===== src/sv/lzss_pkg.sv =====
// ============================================================================
// LZSS decompressor package
// Shared constants, state encodings and the controller/datapath interface.
// ============================================================================
package lzss_pkg;

    localparam int OFFSET_BITS_DEF = 10;
    localparam int MIN_MATCH_DEF   = 3;
    localparam int SIZE_W          = 32;

    // Position in the compressed object.
    typedef enum logic [2:0] {
        PH_IDLE,
        PH_HEADER,
        PH_FLAG,
        PH_DATA,
        PH_TOKHI
    } t_phase;

    // Sequencing of the controller.
    typedef enum logic [1:0] {
        S_CLEAR,
        S_ACCEPT,
        S_READ,
        S_WRITE
    } t_ctrl_state;

    typedef struct packed {
        logic clr_step;
        logic hdr_load;
        logic flag_load;
        logic tok_low_load;
        logic literal;
        logic copy_start;
        logic copy_read;
        logic copy_write;
        logic adv_flag;
    } t_dp_cmd;

    typedef struct packed {
        logic clr_done;
        logic hdr_last;
        logic hdr_zero;
        logic flag_bit;
        logic pos_last;
        logic remain_one;
        logic copy_end;
        logic out_free;
    } t_dp_status;

endpackage


===== src/sv/lzss_ctrl.sv =====
// ============================================================================
// LZSS controller
// Tracks the parse phase of the object and sequences clearing and copies.
// ============================================================================
module lzss_ctrl (
    input  logic                 i_clk,
    input  logic                 i_rst_n,
    input  logic                 i_s_axis_tvalid,
    input  logic                 i_start,
    input  lzss_pkg::t_dp_status i_status,
    output logic                 o_s_axis_tready,
    output lzss_pkg::t_dp_cmd    o_cmd
);
    import lzss_pkg::*;

    t_ctrl_state r_state, n_state;
    t_phase      r_phase, n_phase;
    t_phase      eff_phase;
    t_phase      adv_phase;
    logic        accept;

    assign o_s_axis_tready = (r_state == S_ACCEPT) && i_status.out_free;
    assign accept          = i_s_axis_tvalid && o_s_axis_tready;
    // A start request always restarts the header, whatever came before.
    assign eff_phase       = i_start ? PH_HEADER : r_phase;
    assign adv_phase       = i_status.remain_one ? PH_IDLE :
                             (i_status.pos_last ? PH_FLAG : PH_DATA);

    always_ff @(posedge i_clk) begin
        if (!i_rst_n) begin
            r_state <= S_CLEAR;
            r_phase <= PH_IDLE;
        end else begin
            r_state <= n_state;
            r_phase <= n_phase;
        end
    end

    always_comb begin
        n_state = r_state;
        n_phase = r_phase;
        case (r_state)
            S_CLEAR: begin
                if (i_status.clr_done) begin
                    n_state = S_ACCEPT;
                end
            end
            S_ACCEPT: begin
                if (accept) begin
                    case (eff_phase)
                        PH_HEADER: begin
                            if (i_status.hdr_last) begin
                                n_phase = i_status.hdr_zero ? PH_IDLE : PH_FLAG;
                            end else begin
                                n_phase = PH_HEADER;
                            end
                        end
                        PH_FLAG: n_phase = PH_DATA;
                        PH_DATA: begin
                            n_phase = i_status.flag_bit ? PH_TOKHI : adv_phase;
                        end
                        PH_TOKHI: n_state = S_READ;
                        default: n_phase = r_phase;
                    endcase
                end
            end
            S_READ: n_state = S_WRITE;
            S_WRITE: begin
                if (i_status.out_free) begin
                    if (i_status.copy_end) begin
                        n_state = S_ACCEPT;
                        n_phase = adv_phase;
                    end else begin
                        n_state = S_READ;
                    end
                end
            end
            default: n_state = S_CLEAR;
        endcase
    end

    always_comb begin
        o_cmd = '0;
        case (r_state)
            S_CLEAR: o_cmd.clr_step = 1'b1;
            S_ACCEPT: begin
                if (accept) begin
                    case (eff_phase)
                        PH_HEADER: o_cmd.hdr_load = 1'b1;
                        PH_FLAG:   o_cmd.flag_load = 1'b1;
                        PH_DATA: begin
                            if (i_status.flag_bit) begin
                                o_cmd.tok_low_load = 1'b1;
                            end else begin
                                o_cmd.literal  = 1'b1;
                                o_cmd.adv_flag = 1'b1;
                            end
                        end
                        PH_TOKHI: o_cmd.copy_start = 1'b1;
                        default: o_cmd = '0;
                    endcase
                end
            end
            S_READ: o_cmd.copy_read = 1'b1;
            S_WRITE: begin
                if (i_status.out_free) begin
                    o_cmd.copy_write = 1'b1;
                    o_cmd.adv_flag   = i_status.copy_end;
                end
            end
            default: o_cmd = '0;
        endcase
    end

endmodule


===== config.mk =====
export PLATFORM = sky130hd
export DESIGN_NAME = lzss_ctrl
export DESIGN_NICKNAME = d
export VERILOG_FILES = /design/src/sv/lzss_pkg.sv /design/src/sv/lzss_ctrl.sv
export SDC_FILE = /design/constraint.sdc
export NUM_CORES = 1
export LEC_CHECK = 0
export BUFFER_PORTS_ARGS = -buffer_cell sky130_fd_sc_hd__buf_2
export CAP_MARGIN = 20
export CORE_MARGIN = 2
export CORE_UTILIZATION = 31
export CTS_CLUSTER_SIZE = 8
export DETAILED_ROUTE_END_ITERATION = 10
export SLEW_MARGIN = 40
export SYNTH_ARGS = -nofsm -noshare
export SYNTH_HDL_FRONTEND = slang
export SYNTH_SLANG_ARGS = --single-unit

===== constraint.sdc =====
create_clock -name i_clk -period 1.7 [get_ports i_clk]
set_clock_uncertainty 0.05 [all_clocks]
set_input_delay 0 -clock i_clk [delete_from_list [all_inputs] [get_ports i_clk]]
set_output_delay 0 -clock i_clk [all_outputs]
set_load 0.01 [all_outputs]

* After elaboration in Yosys (flattened, before gate mapping) *
Index checks and enable logic that the tools add are counted.

word-level totals
  logic and storage cells = 51
  bits in registers = 5
  output and inout bits = 10

cells by class
  reductions and logical operators = 6
  equality and inequality tests = 13
  multiplexer cells = 30

operators by type and width
  cell                                                    number
  two-way mux 2 bit                                       10
  two-way mux 3 bit                                       5
  case mux 3 bit (3 select lines)                         1
  two-way mux 8 bit                                       1
  inequality test 2 bit (second input constant)           4
  case mux 2 bit (4 select lines)                         1
  two-way mux 1 bit                                       7
  equality test 3 x 2 -> 1 bit (second input constant)    2
  case mux 3 bit (2 select lines)                         1
  two-way mux 5 bit                                       1
  AND reduction 5 bit                                     1
  equality test 2 bit (second input constant)             2
  inequality test 4 x 1 -> 1 bit (second input constant)  1
  case mux 1 bit (2 select lines)                         2
  case mux 2 bit (2 select lines)                         1
  AND reduction 4 bit                                     1
  equality test 3 x 1 -> 1 bit (second input constant)    1
  equality test 3 bit (second input constant)             1
  equality test 2 x 1 -> 1 bit (second input constant)    1
  logical AND 1 bit                                       2
  zero test 2 bit                                         1
  inequality test 2 x 1 -> 1 bit (second input constant)  1
  nonzero test 2 bit                                      1

* Depth between registers and ports, before layout *
Gate-level depths: netlist (run 1).

  depth after elaboration = 6
  gate-level depth with buffers = 5
  depth with buffers taken out = 4

* Worst setup path before layout (run 1) *
OpenSTA, ideal clock, no wires.

  path type = flip-flop to flip-flop
  from = register r_state[0]
  to = register r_phase[0]
  period minus slack after synthesis = 1240 ps
  arrival = 1064 ps
  setup slack = 460 ps
  cell stages (with the launch flop) = 6
  required time = 1524 ps
  path buffers = 1
  setup time = 126 ps
  path through = dfxtp_1 -> and2_0 -> buf_2 -> o32ai_1 -> a221oi_1 -> a21oi_1

between the ends
  longest elaborated chain between the ends = 5

ends and longest elaborated chain
  element                                 RTL line                          source
  start: declaration                      lzss_ctrl.sv:16                   t_ctrl_state r_state, n_state;
  start signal: assignment                lzss_ctrl.sv:34                   r_state <= n_state;
  equality test 2 x 1 -> 1 bit            lzss_ctrl.sv:22, lzss_ctrl.sv:42
  logical AND 1 bit                       lzss_ctrl.sv:22                   assign o_s_axis_tready = (r_state == S_ACCEPT) && i_status.out_free;
  logical AND 1 bit                       lzss_ctrl.sv:23                   assign accept = i_s_axis_tvalid && o_s_axis_tready;
  inequality test 2 bit (no source line)  --
  AND reduction 5 bit (no source line)    --
  end signal: assignment                  lzss_ctrl.sv:35                   r_phase <= n_phase;
  end: declaration                        lzss_ctrl.sv:17                   t_phase r_phase, n_phase;

Several ways; a longest one is shown, not always the timed one.
A chain may end at the register's enable or synchronous reset.

==> parameters.txt, run 1 <==
Parameter                              Value

Outcome
  Result of the run ... completed

Yosys
  Post-synthesis instance area ... 412 µm²
  Post-synthesis cell type count ... 30
  Post-synth EDFFs ... 0
  Avg Cell Area, Syn ... 7.22 µm²
  Number of nets produced by synthesis ... 69
  Flip-flop cell with the highest count after synthesis ... sky130_fd_sc_hd__dfxtp_1
  Share of flip-flops with an asynchronous set or reset after synthesis ... 0
  Ys Warns ... 0
  Total of flip-flops plus latches after synthesis ... 5
  Fraction of the yosys area taken by sequential cells ... 0.243
  Cell count after synthesis ... 57

CTS
  TritonCTS clock tree ... built
  Clock sink total ... 5
  Clk Latency, worst-skew pair ... ~240 ps
  TritonCTS Buffers ... 3
  Htree depth ... 1
  Clock transition at path regs ... 50 ps
  Buffer levels on the longest clock path ... 2
  Clock tree root driver cell ... sky130_fd_sc_hd__clkbuf_4

Critical path
  Signal arrival time at the worst endpoint ... 1520 ps
  Startpoint of the worst register-to-register path ... r_state[0]
  Depth of the worst register-to-register path ... 4
  Start point of the critical path ... r_phase[2]
  Crit Path Max Fanout ... 7
  Critical path's slowest cell ... sky130_fd_sc_hd__or3b_4
  Startpoint type of the worst setup path ... register
  Top Family by Delay on Critical Path ... simple AND/OR/NAND/NOR gates
  Worst setup path class ... register to primary output
  Capture instance of the worst register-to-register path ... r_phase[0]
  Sum of buffers and inverters on the critical path ... 1
  Required time of the worst setup path ... 1650 ps
  Sort of element at the end of the critical path ... primary output
  Ordered list of cells on the worst path ... or3b_4 -> nor2_2 -> nand2_2 -> o21ai_2 -> buf_2
  Minimum setup slack among reg-to-reg paths ... 180 ps
  CP max stage delay ... about 450 ps

Global routing
  GR Overflow Total ... 0
  Wire length of the first global-routing pass ... ~2100 µm
  Number of global-route vias before repair ... roughly 470
  Overall fraction of global-route tracks in use ... 0.192
  Pin count of the biggest net entering global routing ... 9
  Number of antenna violations at the first check in global routing ... 0

Layout
  Count of fill cells added during filler insertion ... between 100 and 150
  Number of nets at the end of the flow ... 97
  Most common cell after layout, fill and taps aside ... sky130_fd_sc_hd__buf_2
  Final core occ ... 0.479
  Highest-count cells in the layout ignoring fill and taps ... sky130_fd_sc_hd__buf_2 (21), sky130_fd_sc_hd__nor2_1 (9), sky130_fd_sc_hd__dfxtp_1 (4)
  Share of post-route cells with drive strength above 1 ... 0.381
  # diodes ... 0
  Relative area change from synthesis to final layout ... 47.7%
  Non-Filler Instances ... a little under 100

Drt
  Avg WL per Cell ... 12.3 µm
  First-pass detailed-route iteration total ... 4
  Number of DRC markers in iteration 0 ... 4
  Routed vias ... 530
  Average via count per standard cell ... about 5.4
  Wire length reported by the detailed router ... 1220 µm
  DRC Markers ... 0
  ANT nets after route ... 0

Pwr
  Peak VDD IR ... around 0.00037 V
  Pwr per Cell Area ... around 540 nW/µm²
  Leakage power summed over all cells ... 0.306 nW
  Power Total ... ~0.00033 W

Floorplan
  # rows ... 13
  Number of I/O pins ... 22
  Total die area ... 1640 µm²
  Std-Cell Core Area ... 1270 µm²
  DIE WIDTH ... between 40 and 50 µm
  Die Span Y ... 40.4 µm
  Initial core utilization ... 0.324

Placed design
  Placer's final routability congestion estimate ... 0.679
  PortBufs ... 21
  Placed cell count ... 92
  Worst slack, placed ... 243 ps
  DPL Wire Length ... 867 µm

STA
  Share of the clock period used by the worst path after layout ... 0.925
  Pins over their slew limit ... 0
  Hold violation total from the final report ... 0
  Tightest Pin Transition ... between 300 and 400 ps
  Peak clock frequency supported by timing ... approximately 640 MHz
  Post-Route Setup TNS ... 0 ps
  Max_slew headroom ... 0.737
  Final worst-path setup slack ... roughly 130 ps
  Period minus WS final ... ~1600 ps
  Final number of setup-violating endpoints ... 0
  Unrepaired setup endpoints after global routing ... no

Min path
  Worst hold endpoint ... r_phase[1]
  WHS Path Cells ... 3
  Class of the tightest hold or removal check ... primary input to register
  Worst Min Path Start ... i_status[2]

Run
  Max-capacitance violation count ... 0
## registers in the layout, summed over array words and instances, names as in the netlist
register / flops
r_phase: 3
r_state: 2
## cell families (layout without fill, tap and decap cells)
group                  count (synthesis)  after routing  share of synthesized area
DFF                                    5              5                      0.243
buffers and inverters                  4             31                     0.0395
and+or+nand+nor                       30             30                      0.426
AOI/OAI and AO/OA                     18             18                      0.292
## through the flow
step                hold slack [ps]  instance area (µm²)
floorplan                     -2.47                  412
global placement                247                  531
detailed placement              247                  531
CTS                            17.2                  587
global route                   40.5                  608
finish                         15.9                  608
## cell type report
class	instances	area [µm²]	area share
Timing Repair Buffer	24	135	0.222
Tap cell	15	18.8	0.0309
Multi-Input combinational cell	48	315	0.519
Sequential cell	5	101	0.167
Inverter	3	11.3	0.0185
Clock buffer	4	26.3	0.0432
## cell usage after synthesis (2+ instances only)
master,n,share of area
sky130_fd_sc_hd__a21oi_1,3,0.036
sky130_fd_sc_hd__and3_1,2,0.030
sky130_fd_sc_hd__dfxtp_1,5,0.24
sky130_fd_sc_hd__inv_1,3,0.027
sky130_fd_sc_hd__nand2_1,4,0.036
sky130_fd_sc_hd__nor2_1,11,0.10
sky130_fd_sc_hd__nor3_1,2,0.024
sky130_fd_sc_hd__o21ai_0,2,0.024
sky130_fd_sc_hd__o21ai_1,2,0.024
sky130_fd_sc_hd__o31ai_1,3,0.055
## worst max path at each step
stage	cells after the start	endpoint	slack, ps
after global routing	5	o_cmd[0]	10
after detailed placement	4	r_phase[0]	240
final	5	o_cmd[0]	130
after floorplan	5	r_phase[0]	460
after global placement	4	r_phase[0]	230
after CTS	5	o_cmd[0]	80
## report_power, final
| group | internal [W] | switching [W] |
|---|---|---|
| sequential | 0.000121 | 0.00000642 |
| clock | 0.0000892 | 0.0000554 |
| combinational | 0.0000292 | 0.0000283 |
## timing repair
item / CTS / global route
hold endpoints to repair: 3 / 0
hold buffers: 3 / 0
buffers inserted: 0 / 0
gates resized for setup: 0 / 6
setup endpoints to repair: 0 / 2
## routing by layer
metal	vias to the layer above	wire length [µm]	share of wire	GRT usage
met3	0	78	0.064	0.0667
met5	-	0	0	0
li1	268	-	-	-
met4	0	0	0	0.0250
met1	247	542	0.45	0.245
met2	15	596	0.49	0.313
## worst min-delay path, delay by kind of cell
family                 cells  cell delay [ps]
AOI/OAI and AO/OA          2              170
buffers and inverters      1              100
Power figures use the tool's default switching activity.
==> run 2, diff against run 1 <==
CAP_MARGIN = default   (was 20)
SETUP_SLACK_MARGIN = 0.2   (was default)
==> run 2 against run 1 <==
  * Non-clock buffer count is 4 higher
  * Die area stayed put
  * Power is 1.8% higher
  * Hold slack worse by 3.3 ps
  * Clock power hardly changed
  * Register-to-register slack better by 150 ps
  * Cell area is 8.2% higher
  * Combinational power is 9.0% higher
  * Via count is 4.0% higher
  * Maximum frequency is 5.1% higher
  * Sequential share of layout area is 0.32 points lower
  * Highest routed layer unchanged
==> parameters.txt, run 2 (synthesis gave the netlist of run 1 again) <==
Parameter                              Value

STA
  Worst Hold Margin ... between 10 and 15 ps
  Final number of setup-violating endpoints ... 0
  Unrepaired setup endpoints after global routing ... yes
  Peak clock frequency supported by timing ... ~670 MHz
  Hold violation total from the final report ... 0
  Max_slew headroom ... 0.773
  Share of the clock period used by the worst path after layout ... 0.880
  Pins over their slew limit ... 0
  Post-Route Setup TNS ... 0 ps
  Period minus WS final ... ~1500 ps
  Final worst-path setup slack ... 204 ps
  Tightest Pin Transition ... about 340 ps

Floorplan
  # rows ... 13
  Die Span Y ... 40.4 µm
  DIE WIDTH ... between 40 and 50 µm
  Std-Cell Core Area ... around 1300 µm²
  Initial core utilization ... 0.324
  Number of I/O pins ... 22
  Total die area ... around 1600 µm²

Drt
  First-pass detailed-route iteration total ... 2
  ANT nets after route ... 0
  Wire length reported by the detailed router ... between 1000 and 1500 µm
  DRC Markers ... 0
  Average via count per standard cell ... between 5 and 6
  Number of DRC markers in iteration 0 ... 1
  Avg WL per Cell ... 13.2 µm
  Routed vias ... 551

Placed design
  PortBufs ... 21
  DPL Wire Length ... 867 µm
  Worst slack, placed ... roughly 240 ps
  Placer's final routability congestion estimate ... 0.679

Critical path
  Total number of cells along the worst setup path ... 5
  Sum of buffers and inverters on the critical path ... 1
  CP max stage delay ... around 400 ps
  Capture instance of the worst register-to-register path ... r_phase[1]
  Timing endpoint of the critical path ... o_cmd[0]
  Signal arrival time at the worst endpoint ... 1450 ps
  Start point of the critical path ... r_phase[2]
  Minimum setup slack among reg-to-reg paths ... 330 ps
  Depth of the worst register-to-register path ... 4
  Critical path's slowest cell ... sky130_fd_sc_hd__or3b_4
  Top Family by Delay on Critical Path ... simple AND/OR/NAND/NOR gates
  Ordered list of cells on the worst path ... or3b_4 -> nor2_4 -> nand2_2 -> o21ai_2 -> buf_2
  Startpoint type of the worst setup path ... register
  Required time of the worst setup path ... between 1500 and 2000 ps
  Worst setup path class ... register to primary output
  Crit Path Max Fanout ... 4
  Startpoint of the worst register-to-register path ... r_phase[0]
  Sort of element at the end of the critical path ... primary output

CTS
  Clk Latency, worst-skew pair ... around 250 ps
  TritonCTS Buffers ... 3
  Clock transition at path regs ... about 50 ps
  TritonCTS clock tree ... built
  Clock sink total ... 5
  Htree depth ... 1
  Clock tree root driver cell ... sky130_fd_sc_hd__clkbuf_4
  Buffer levels on the longest clock path ... 2

Pwr
  Leakage power summed over all cells ... 0.329 nW
  Peak VDD IR ... between 0.0003 and 0.0004 V
  Pwr per Cell Area ... approximately 510 nW/µm²
  Power Total ... ~0.00034 W

Outcome
  Result of the run ... completed

Layout
  Relative area change from synthesis to final layout ... 59.9%
  Max reg flops ... 3
  Largest registers ranked by flip-flop count ... r_phase: 3 flops, r_state: 2 flops
  Most common cell after layout, fill and taps aside ... sky130_fd_sc_hd__buf_2
  Number of nets at the end of the flow ... approximately 100
  # diodes ... 0
  Count of fill cells added during filler insertion ... between 100 and 150
  Highest-count cells in the layout ignoring fill and taps ... sky130_fd_sc_hd__buf_2 (21), sky130_fd_sc_hd__nor2_1 (9), sky130_fd_sc_hd__dlygate4sd3_1 (4)
  Share of post-route cells with drive strength above 1 ... 0.455
  Largest Register ... r_phase

Min path
  Class of the tightest hold or removal check ... primary input to register

Global routing
  Wire length of the first global-routing pass ... 2260 µm
  Overall fraction of global-route tracks in use ... 0.209
  Number of antenna violations at the first check in global routing ... 0
  GR Overflow Total ... 0
  Pin count of the biggest net entering global routing ... 9
  Number of global-route vias before repair ... about 500

Run
  Max-capacitance violation count ... 0
[run 2: cell types whose count changed in the layout (fill, tap and decap cells not counted), sizes merged]
cell         before  now
buf              21   24
dlygate4sd3       3    4
[run 2: worst reg2reg max path, cell delays in order (launching register included)]
cell,delay [ps]
sky130_fd_sc_hd__dfxtp_1,520
sky130_fd_sc_hd__nor2_1,130
sky130_fd_sc_hd__o21a_1,180
sky130_fd_sc_hd__o21ai_0,260
sky130_fd_sc_hd__a31oi_1,120
[run 2: worst min-delay path by stage]
| stage | start | endpoint | cells after the start | slack, ps |
|---|---|---|---|---|
| floorplan | i_status[4] | o_cmd[4] | 1 | -2 |
| global route | i_status[2] | r_phase[1] | 3 | 40 |
| global placement | i_status[4] | r_phase[2] | 3 | 250 |
| detailed placement | i_status[1] | r_state[0] | 3 | 250 |
| CTS | i_status[2] | r_phase[1] | 3 | 10 |
| finish | i_status[2] | r_phase[1] | 3 | 10 |
[run 2: area by class of cell]
cell class,instances,area [µm²],share of cell area
tap,15,18.8,0.0285
timing repair buffer,28,168,0.255
sequential,5,108,0.163
multi-input combinational,48,327,0.496
clock buffer,4,26.3,0.0399
inverter,3,11.3,0.0171
[run 2: power by group]
group          leakage [nW]  internal (W)  switching [W]
registers            0.0427      0.000119     0.00000587
logic                 0.272     0.0000323      0.0000304
clock network        0.0150     0.0000893      0.0000578
[run 2: metrics by stage]
step	instances	cell area (µm²)	utilization
finish	103	658	0.519
global route	103	658	0.519
CTS	102	628	0.495
detailed placement	92	531	0.418
global placement	92	531	0.418
floorplan	57	412	-
[run 2: timing repair]
| item | CTS | global route |
|---|---|---|
| hold endpoints to repair | 4 | 0 |
| hold buffers | 4 | 0 |
| buffers inserted | 2 | 1 |
| setup endpoints to repair | 4 | 5 |
| gates resized for setup | 5 | 9 |
| pin swaps | 3 | 2 |
[run 2: per-layer routing]
layer  routed length (µm)  global-route usage
met5                    0                   0
met4                    0              0.0250
met3                   93              0.0667
met2                  689               0.365
met1                  575               0.252
